## config.mk

```make
export PLATFORM = sky130hd
export DESIGN_NAME = prmv_ram
export DESIGN_NICKNAME = d
export VERILOG_FILES = /design/src/hw/rtl/prmv_ram.sv
export SDC_FILE = /design/constraint.sdc
export NUM_CORES = 1
export LEC_CHECK = 0
export BUFFER_PORTS_ARGS = -buffer_cell sky130_fd_sc_hd__buf_4
export CORE_AREA = 2 2 125 127
export CTS_CLUSTER_SIZE = 20
export DETAILED_ROUTE_END_ITERATION = 12
export DIE_AREA = 0 0 127 129
export GPL_ROUTABILITY_DRIVEN = 0
export PLACE_DENSITY = 0.54
export SKIP_CTS_REPAIR_TIMING = 1
export SLEW_MARGIN = 30
export SYNTH_ARGS = -nofsm -noshare
export SYNTH_HDL_FRONTEND = slang
export SYNTH_SLANG_ARGS = --single-unit
```

## constraint.sdc

```tcl
create_clock -name clk_i -period 5.4 [get_ports clk_i]
set_input_delay 1.35 -clock clk_i [delete_from_list [all_inputs] [get_ports clk_i]]
set_output_delay 1.35 -clock clk_i [all_outputs]
set_load 0.02 [all_outputs]
```

## src/hw/rtl/prmv_ram.sv

```systemverilog
// Generic single-port synchronous RAM; read data is registered, valid the cycle after the read.
// No dependencies.
`default_nettype none
module prmv_ram #(
  parameter int DW = 8,
  parameter int AW = 4
) (
  input  wire logic          clk_i,
  input  wire logic          we_i,
  input  wire logic          re_i,
  input  wire logic [AW-1:0] addr_i,
  input  wire logic [DW-1:0] wdata_i,
  output logic      [DW-1:0] rdata_o
);
  logic [DW-1:0] mem [2**AW];

  always_ff @(posedge clk_i) begin
    if (we_i) begin
      mem[addr_i] <= wdata_i;
    end
    if (re_i) begin
      rdata_o <= mem[addr_i];
    end
  end
endmodule
`default_nettype wire

```

==> flow_metrics.tcl <==
set metrics [dict create \
    start_util_pct 34.4 \
    regArea_mm2 0.00408 \
    dp_hpwl_mm 6.08 \
    max_cap_viol_count 0 \
    dp_slack_ps 2070 \
    ant_nets 0 \
    criticalPathCategory "in2reg" \
    power.density_mw_per_mm2 419 \
    root_buffer "clkbuf_16" \
    antenna_found_initial 0 \
    wl_per_cell_um 21.7 \
    clock.fmax_ghz 0.350 \
    cts_sinks 136 \
    area_growth_pct 19.9 \
    worst_pin_slew_ps 863 \
    top_layer_used "met4" \
    nFillCells 1309 \
    vias 2343 \
    die_h_um 129 \
    firstDrtPassIters 4 \
    insertion_delay_ps 400 \
    syn_area_per_cell_um2 22.4 \
    netlist.area_leader.share_pct 79.3 \
    viasPerCell 5.05 \
    clockBufferDepth 2 \
    ir_drop_v 0.000203 \
    dieArea_mm2 0.0164 \
    synth-seq-cells 136 \
    grt_overflow 0 \
    synth_cell_types 17 \
    grt_max_degree 40 \
    fin_crit_sh_pct 53.0 \
    wl_met3_um 381 \
    worst_slack_ps 2540 \
    slew_headroom_pct 42.3 \
    worstPathRequired_ps 5430 \
    hold_class "reg2reg" \
    drt_iter0_markers 285 \
    period_minus_slack_ps 2860 \
    ys_warn_count 0 \
    ys_seq_area_share_pct 79.3 \
    multi_input_area_mm2 0.00101 \
    ys_top_cells_by_area "edfxtp_1, mux4_2, a22oi_1" \
    drc 0 \
    finalSetupViolCount 0 \
    hold_violations 0 \
    grt_pass1_wl_mm 14.9 \
    final_cells 464 \
    start_kind "primary input" \
    cp.arrival_ps 2890 \
    drv_slew 0 \
    syn-num-nets 245 \
    tritoncts "built" \
    setup_tns_ps 0 \
    netlist_area_mm2 0.00515 \
    nNetsFinal 278 \
    path_clk_slew_ps 60 \
    yosysTopAreaCell "edfxtp_1" \
    syn_inst 230 \
    end_kind "register" \
    fin_skew_ps 4.61 \
    grtUsageTotal_pct 13.1 \
    met1_length_mm 4.41 \
    io_pins 23 \
    h-tree-depth 4 \
    grt_pass1_vias 2436 \
    finalWirelength_mm 10.1 \
    cts_buffers 17 \
    cp_max_fo 39 \
    holdWs_ps 764 \
    status "completed" \
    rsz0062_at_grt "false" \
    leakagePower_nw 1.98 \
    fp-row-count 45 \
    core_area_mm2 0.0150 \
    route.met2.wl_mm 5.16 \
    io_buffers 22 \
    total_power_w 0.00258 \
    diodes 0 \
    drive_above_1_share_pct 32.6 \
    post-place-cells 432 \
    die_x_um 127 \
]
-- power breakdown --
| part | leakage, nW | total [W] | switching [W] | internal [W] |
|---|---|---|---|---|
| registers | 1.24 | 0.00120 | 0.00000579 | 0.00119 |
| logic | 0.432 | 0.000119 | 0.0000722 | 0.0000472 |
| clock network | 0.316 | 0.00127 | 0.000410 | 0.000859 |
| total | 1.98 | 0.00258 | 0.000488 | 0.00210 |
-- synthesized netlist by cell type --
cell type and instances:
edfxtp_1 136, mux4_2 32, a22oi_1 16, nor2_1 13
nand2_1 9, buf_1 4, nor3_1 4, buf_2 2
buf_6 2, clkbuf_1 2, nand2b_1 2, nand3b_1 2
nor2b_1 2, and2_1 1, clkbuf_2 1, nand3_1 1
or3b_2 1
-- metal layers --
| metal | vias to the layer above | GRT usage (%) |
|---|---|---|
| met5 | - | 0 |
| met1 | 1238 | 17.0 |
| li1 | 1033 | - |
| met3 | 10 | 3.24 |
| met4 | 0 | 4.65 |
| met2 | 62 | 21.8 |
-- flip-flops by register name (all words and copies together) (netlist names) --
| name | count |
|---|---|
| mem | 128 |
| rdata_o | 8 |
-- layout by cell type, fill, tap and decap left out --
cell,n
a22oi_1,16
and2_1,1
clkinv_2,5
nor2b_1,2
or3b_2,1
clkinvlp_4,3
nor2_1,13
nor3_1,3
nand3b_1,2
nor3_2,1
buf_4,25
nand2b_1,2
clkinv_1,1
nand3_1,1
clkbuf_16,17
bufinv_16,6
nand2_1,9
mux4_2,32
edfxtp_1,136
-- logic make-up (layout without fill, tap and decap cells) --
group                  Yosys count  after routing  share of synthesized area, %
AND/OR/NAND/NOR                 35             35                          3.16
AO/OA/AOI/OAI                   16             16                          2.33
flip-flops                     136            136                          79.3
multiplexers                    32             32                          14.0
buffers and inverters           11             57                          1.17
-- area by class of cell --
type / count / area share [%]
flip-flops and latches: 136 / 66.2
well taps: 188 / 3.81
clock inverters: 15 / 3.75
clock buffers: 17 / 6.89
multi-input cells: 83 / 16.3
repair buffers: 25 / 3.04
-- worst paths after layout --
| kind | startpoint | end | slack (ps) | depth (start not counted) |
|---|---|---|---|---|
| max | addr_i[0] | mem[1][0] | 2540 | 3 |
| min | mem[15][3] | rdata_o[3] | 760 | 3 |
| max reg2reg | mem[3][5] | rdata_o[5] | 3830 | 3 |
| min reg2reg | mem[15][3] | rdata_o[3] | 760 | 3 |
-- stage by stage --
step	utilization [%]	area, um2
3_3_place_gp	36.8	5510
2_1_floorplan	-	5150
6_report	41.2	6170
4_1_cts	41.2	6170
3_5_place_dp	36.8	5520
5_1_grt	41.2	6170
-- critical path: stages --
cell and delay, ps:
buf_4 560, nand2b_1 240, nor2_1 720
Note: power is estimated with default switching activity, not from simulation.
