--- config.mk ---
export PLATFORM = sky130hd
export DESIGN_NAME = prmv_div
export DESIGN_NICKNAME = d
export VERILOG_FILES = /design/src/hw/rtl/prmv_pkg.sv /design/src/hw/rtl/prmv_div.sv
export SDC_FILE = /design/constraint.sdc
export NUM_CORES = 1
export LEC_CHECK = 0
export BUFFER_PORTS_ARGS = -buffer_cell sky130_fd_sc_hd__buf_2
export CAP_MARGIN = 40
export CORE_MARGIN = 3
export CORE_UTILIZATION = 28
export DETAILED_ROUTE_END_ITERATION = 8
export PLACE_DENSITY = 0.6
export SETUP_SLACK_MARGIN = 0.2
export SLEW_MARGIN = 10
export SYNTH_ARGS = -nofsm -noshare
export SYNTH_HDL_FRONTEND = slang
export SYNTH_SLANG_ARGS = --single-unit
--- constraint.sdc ---
create_clock -name clk_i -period 3.1 [get_ports clk_i]
set_clock_uncertainty 0.05 [all_clocks]
set_input_delay 0.62 -clock clk_i [delete_from_list [all_inputs] [get_ports clk_i]]
set_output_delay 0.62 -clock clk_i [all_outputs]
set_load 0.05 [all_outputs]
--- src/hw/rtl/prmv_pkg.sv ---
// Shared constants and types for the per-pixel running mean / variance core.
// No dependencies.
`default_nettype none
package prmv_pkg;
  localparam int MAX_WIDTH   = 256;
  localparam int MAX_HEIGHT  = 256;
  localparam int COUNT_BITS  = 24;
  localparam int STORE_DEPTH = MAX_WIDTH * MAX_HEIGHT;
  localparam int ADDR_W      = $clog2(STORE_DEPTH);
  localparam int SAMPLE_W    = 32;
  localparam int SPREAD_W    = 63;
  localparam int DIVD_W      = 63;
  localparam int STEP_W      = 6;
  // ceil(2^19 / 3): exact divide by three for 18-bit digits
  localparam logic [17:0] DIV3_RECIP = 18'd174763;

  typedef struct packed {
    logic [COUNT_BITS-1:0]          cnt;
    logic [SPREAD_W-1:0]            spread;
    logic [2:0][SAMPLE_W-1:0]       mean;
  } entry_t;

  localparam int ENTRY_W = $bits(entry_t);

  typedef struct packed {
    logic                  start;
    logic [DIVD_W-1:0]     dividend;
    logic [COUNT_BITS-1:0] divisor;
    logic [STEP_W-1:0]     steps;
  } div_req_t;

  typedef struct packed {
    logic              done;
    logic [DIVD_W-1:0] quotient;
  } div_rsp_t;
endpackage
`default_nettype wire

--- src/hw/rtl/prmv_div.sv ---
// Bit-serial restoring unsigned divider, one quotient bit per cycle.
// Depends on prmv_pkg. Dividend is supplied left-aligned; steps gives its width.
`default_nettype none
module prmv_div (
  input  wire logic               clk_i,
  input  wire logic               rst_ni,
  input  wire prmv_pkg::div_req_t req_i,
  output prmv_pkg::div_rsp_t      rsp_o
);
  import prmv_pkg::*;

  logic                  busy_q, done_q;
  logic [COUNT_BITS-1:0] rem_q, div_q;
  logic [DIVD_W-1:0]     quo_q;
  logic [STEP_W-1:0]     left_q;
  logic [COUNT_BITS:0]   trial, diff;
  logic                  ge;

  assign trial = {rem_q, quo_q[DIVD_W-1]};
  assign ge    = trial >= {1'b0, div_q};
  assign diff  = trial - {1'b0, div_q};

  always_ff @(posedge clk_i or negedge rst_ni) begin
    if (!rst_ni) begin
      busy_q <= 1'b0;
      done_q <= 1'b0;
      left_q <= '0;
    end else begin
      done_q <= 1'b0;
      if (req_i.start) begin
        busy_q <= 1'b1;
        left_q <= req_i.steps;
      end else if (busy_q) begin
        left_q <= left_q - 1'b1;
        if (left_q == STEP_W'(1)) begin
          busy_q <= 1'b0;
          done_q <= 1'b1;
        end
      end
    end
  end

  always_ff @(posedge clk_i) begin
    if (req_i.start) begin
      rem_q <= '0;
      quo_q <= req_i.dividend;
      div_q <= req_i.divisor;
    end else if (busy_q) begin
      rem_q <= ge ? diff[COUNT_BITS-1:0] : trial[COUNT_BITS-1:0];
      quo_q <= {quo_q[DIVD_W-2:0], ge};
    end
  end

  assign rsp_o.done     = done_q;
  assign rsp_o.quotient = quo_q;
endmodule
`default_nettype wire

==> results.py <==
metrics = {
    "run_status": {
        "status": "finished, final reports clean",
    },
    "logic_synthesis": {
        "synth_area_leaders": "edfxtp_1 (42%), mux2_2 (11%), dfxtp_1 (7.7%), ha_1 (5.2%), dfrtp_1 (3.2%)",
        "synth-edff-count": 87,
        "yosys.area.top_type_share_pct": 41.76,
        "netlist_area_mm2": 0.006256,
        "ys.flop_type": "edfxtp_1",
        "ys_ff_latch": 119,
        "avgSynthCellArea_um2": 11.98,
        "synthArstFlopShare_pct": 6.723,
        "synth_largest_area_cell": "edfxtp_1",
        "yosysUniqueCellTypes": 67,
        "synth_nets": 645,
        "yosysWarnings": 0,
        "ys_seq_area_share_pct": 52.64,
        "synthesis.instances": 522,
    },
    "worst_hold_path": {
        "hold_depth": 1,
        "holdCritPathClass": "in2reg",
    },
    "cts": {
        "cts_max_path_buffers": 2,
        "numCtsBuffers": 17,
        "htreeDepth": 4,
        "cts_root_buf": "clkbuf_16",
        "clkTransAtPathRegs_ps": 60,
        "cts_tree": "built",
        "clock-sinks": 119,
        "clock_latency_ps": 420,
    },
    "grt": {
        "antenna_found_initial": 1,
        "track_usage_pct": 12.38,
        "grt_pass1_wl_mm": 23.48,
        "gr-total-overflow": 0,
        "grt_pass1_vias": 4499,
        "grt_max_degree": 64,
    },
    "critical_path": {
        "crit_path_end": "rem_q[14]",
        "worstRegToRegCells": 11,
        "critical-path-top-delay-family": "compound AO/OA/AOI/OAI gates",
        "path_max_fanout": 4,
        "r2r_start": "quo_q[62]",
        "crit_cells": 11,
        "arrival_ps": 3050,
        "slowest_delay_ps": 410,
        "crit_path_end_kind": "register",
        "reg2reg_to": "rem_q[14]",
        "crit_required_ps": 3380,
        "critPathKind": "reg2reg",
        "crit_chain": "inv_1 -> ha_1 -> fa_1 -> and2b_1 -> o31a_1 -> o21a_2 -> a31o_4 -> a31oi_2 -> xnor2_1 -> mux2i_1 -> a211oi_1",
        "cpMaxStageDelayCell": "edfxtp_1",
        "cp.buffers_inverters": 1,
        "cp-start-kind": "register",
        "cp-startpoint": "quo_q[62]",
        "r2r_setup_slack_ps": 320,
    },
    "final_layout": {
        "area_delta_synth_final_pct": 28.68,
        "layout.nets": 812,
        "drive_above_1_share_pct": 41.74,
        "fin_area_mm2": 0.008050,
        "utilization_pct": 36.77,
        "antennaDiodeCount": 0,
    },
    "power": {
        "peakVddDrop_mv": 0.3752,
        "p_leak_nw": 3.485,
        "p_int_mw": 4.264,
        "powerDensity_mw_per_mm2": 853.3,
        "power_frac_comb_pct": 39.6,
        "power_frac_seq_pct": 32.7,
        "clkPwrFrac_pct": 27.7,
        "swShare_pct": 37.92,
        "switchingPower_mw": 2.605,
    },
    "drt": {
        "drt-vias-per-instance": 4.627,
        "wire_per_inst_um": 15.34,
        "wirelength_mm": 15.07,
        "drt-met1-wl_mm": 6.967,
        "drt-pass1-iter-count": 4,
        "via_count": 4544,
        "post-route-drc-count": 0,
        "met3_length_um": 837,
        "drt_iter0_drc": 314,
        "top_layer_used": "met5",
        "ant_nets": 0,
        "dr_wl_met2_mm": 6.896,
    },
    "sta": {
        "setup_violations": 0,
        "worst_pin_slew_ps": 480.0,
        "hold_viol_final": 0,
        "maxSlewHeadroom_pct": 67.55,
        "drv_slew": 0,
        "fin_crit_ps": 2777,
        "finalCritPeriodShare_pct": 89.59,
        "fmax_ghz": 0.3601,
        "rsz0062_at_grt": "yes",
        "tns_ps": 0,
    },
    "floorplan": {
        "die-area_mm2": 0.02417,
        "io_pins": 160,
        "start_util_pct": 28.58,
        "die_w_um": 155.5,
        "core_mm2": 0.02189,
        "die_h_um": 155.5,
        "rows": 54,
    },
    "job": {
        "cap_viol_max_count": 0,
    },
    "placement": {
        "port_buffers": 159,
        "place_area_mm2": 0.007376,
        "dp.final_hpwl_mm": 10.96,
        "place_congestion": 0.8449,
    },
}
## sequential cells by signal, summed over array words and instances, names as in the netlist
name	cells
busy_q	1
done_q	1
quo_q	63
left_q	6
rem_q	24
div_q	24
## placed cells by master, fill, tap and decap left out, types with 3 or more instances in the layout
| master | Yosys | routed |
|---|---|---|
| mux2_2 | 62 | 62 |
| mux2i_1 | 13 | 13 |
| clkinvlp_4 | 0 | 4 |
| ha_1 | 26 | 25 |
| o21a_1 | 5 | 4 |
| o31ai_1 | 4 | 3 |
| a32oi_1 | 5 | 5 |
| nand2_1 | 30 | 29 |
| buf_2 | 2 | 158 |
| xnor2_1 | 14 | 14 |
| buf_4 | 3 | 16 |
| inv_6 | 0 | 8 |
| inv_1 | 36 | 35 |
| o21ai_0 | 16 | 16 |
| nor3_1 | 9 | 9 |
| a311oi_1 | 3 | 3 |
| a21oi_2 | 4 | 3 |
| dfxtp_1 | 24 | 24 |
| or3_1 | 3 | 3 |
| a21o_1 | 5 | 5 |
| clkbuf_16 | 0 | 17 |
| nand3_1 | 11 | 11 |
| nand4_1 | 4 | 4 |
| edfxtp_1 | 87 | 87 |
| nor2_1 | 28 | 28 |
| xor2_1 | 8 | 8 |
| a21oi_1 | 19 | 19 |
| nor2b_1 | 5 | 4 |
| o311ai_0 | 3 | 3 |
| a211oi_1 | 11 | 11 |
| dfrtp_1 | 8 | 8 |
## layout make-up
type / count / area [um2]
clock inverter: 14 / 136.4
timing repair buffer: 177 / 960.9
inverter: 36 / 138.9
sequential: 119 / 3293
fill: 2209 / 13840
multi-input combinational: 338 / 2741
tap: 280 / 350.3
clock buffer: 18 / 429.2
## synthesized netlist by cell type, drive strengths merged, types with 2 or more instances
library cell / instances
nor2b: 5
a31oi: 4
nor3: 9
a41oi: 2
o21ai: 19
a31o: 3
nand2: 31
edfxtp: 87
mux2: 62
a21oi: 23
or4: 2
and3: 2
ha: 26
nor2: 28
o31ai: 4
o311ai: 3
a32oi: 5
a311oi: 3
a21o: 5
dfrtp: 8
a211oi: 11
buf: 12
o2111ai: 2
nand4b: 2
nand3: 11
inv: 36
clkbuf: 17
nor4b: 2
mux2i: 13
o22ai: 2
nand3b: 2
or3: 3
dfxtp: 24
nor4: 2
and2: 2
o21a: 5
nand4: 4
xnor2: 14
xor2: 8
or4b: 3
## how the worst min path moves through the flow
stage                         start  slack, ps   endpoint
after floorplan              rst_ni        270     busy_q
after global placement       rst_ni        420  left_q[4]
after detailed placement     rst_ni        420  left_q[4]
after CTS                 req_i[13]        310   div_q[7]
after global routing      req_i[12]        300   div_q[6]
final                     req_i[13]        330   div_q[7]
## power groups by stage
stage          sequential (mW)  combinational, mW  clock, mW
2_1_floorplan             2.64               1.68          0
3_3_place_gp              2.27               2.58          0
3_5_place_dp              2.27               2.59          0
4_1_cts                   2.24               2.61       1.95
5_1_grt                   2.29               2.98       2.03
6_report                  2.25               2.72       1.90
## logic make-up (layout without fill, tap and decap cells)
family	after synthesis	in the layout	synth area share (%)
flip-flops	119	119	52.64
AND/OR/NAND/NOR	113	113	9.420
adder cells (fa/ha/maj)	27	27	5.520
buffers and inverters	65	245	4.760
AO/OA/AOI/OAI	101	101	11.34
multiplexers	75	75	13.24
XOR/XNOR	22	22	3.080
## per-stage QoR
step | cells | power [mW] | worst slack [ps] | hold WS, ps
2_1_floorplan | 522 | 4.320 | 253.9 | 274.4
3_3_place_gp | 945 | 4.846 | 191.5 | 423.1
3_5_place_dp | 945 | 4.855 | 210.4 | 424.9
4_1_cts | 978 | 6.809 | 237.2 | 311.1
5_1_grt | 982 | 7.301 | 151.8 | 302.3
6_report | 982 | 6.869 | 322.6 | 330.8
## routing by layer
layer  global-route usage (%)  up-vias
li1                         -     2288
met1                    16.43     2113
met2                    18.49      115
met3                    4.089       26
met4                    5.336        2
met5                        0        -
## timing repair
item                                    4_1_cts  5_1_grt
setup buffers                                 0        4
pin swaps                                     1        5
endpoints found under the setup margin        1       15
hold buffers                                  1        0
resized for setup                             2       11
hold endpoints to repair                      8        0
(Power assumes the default switching activity.)
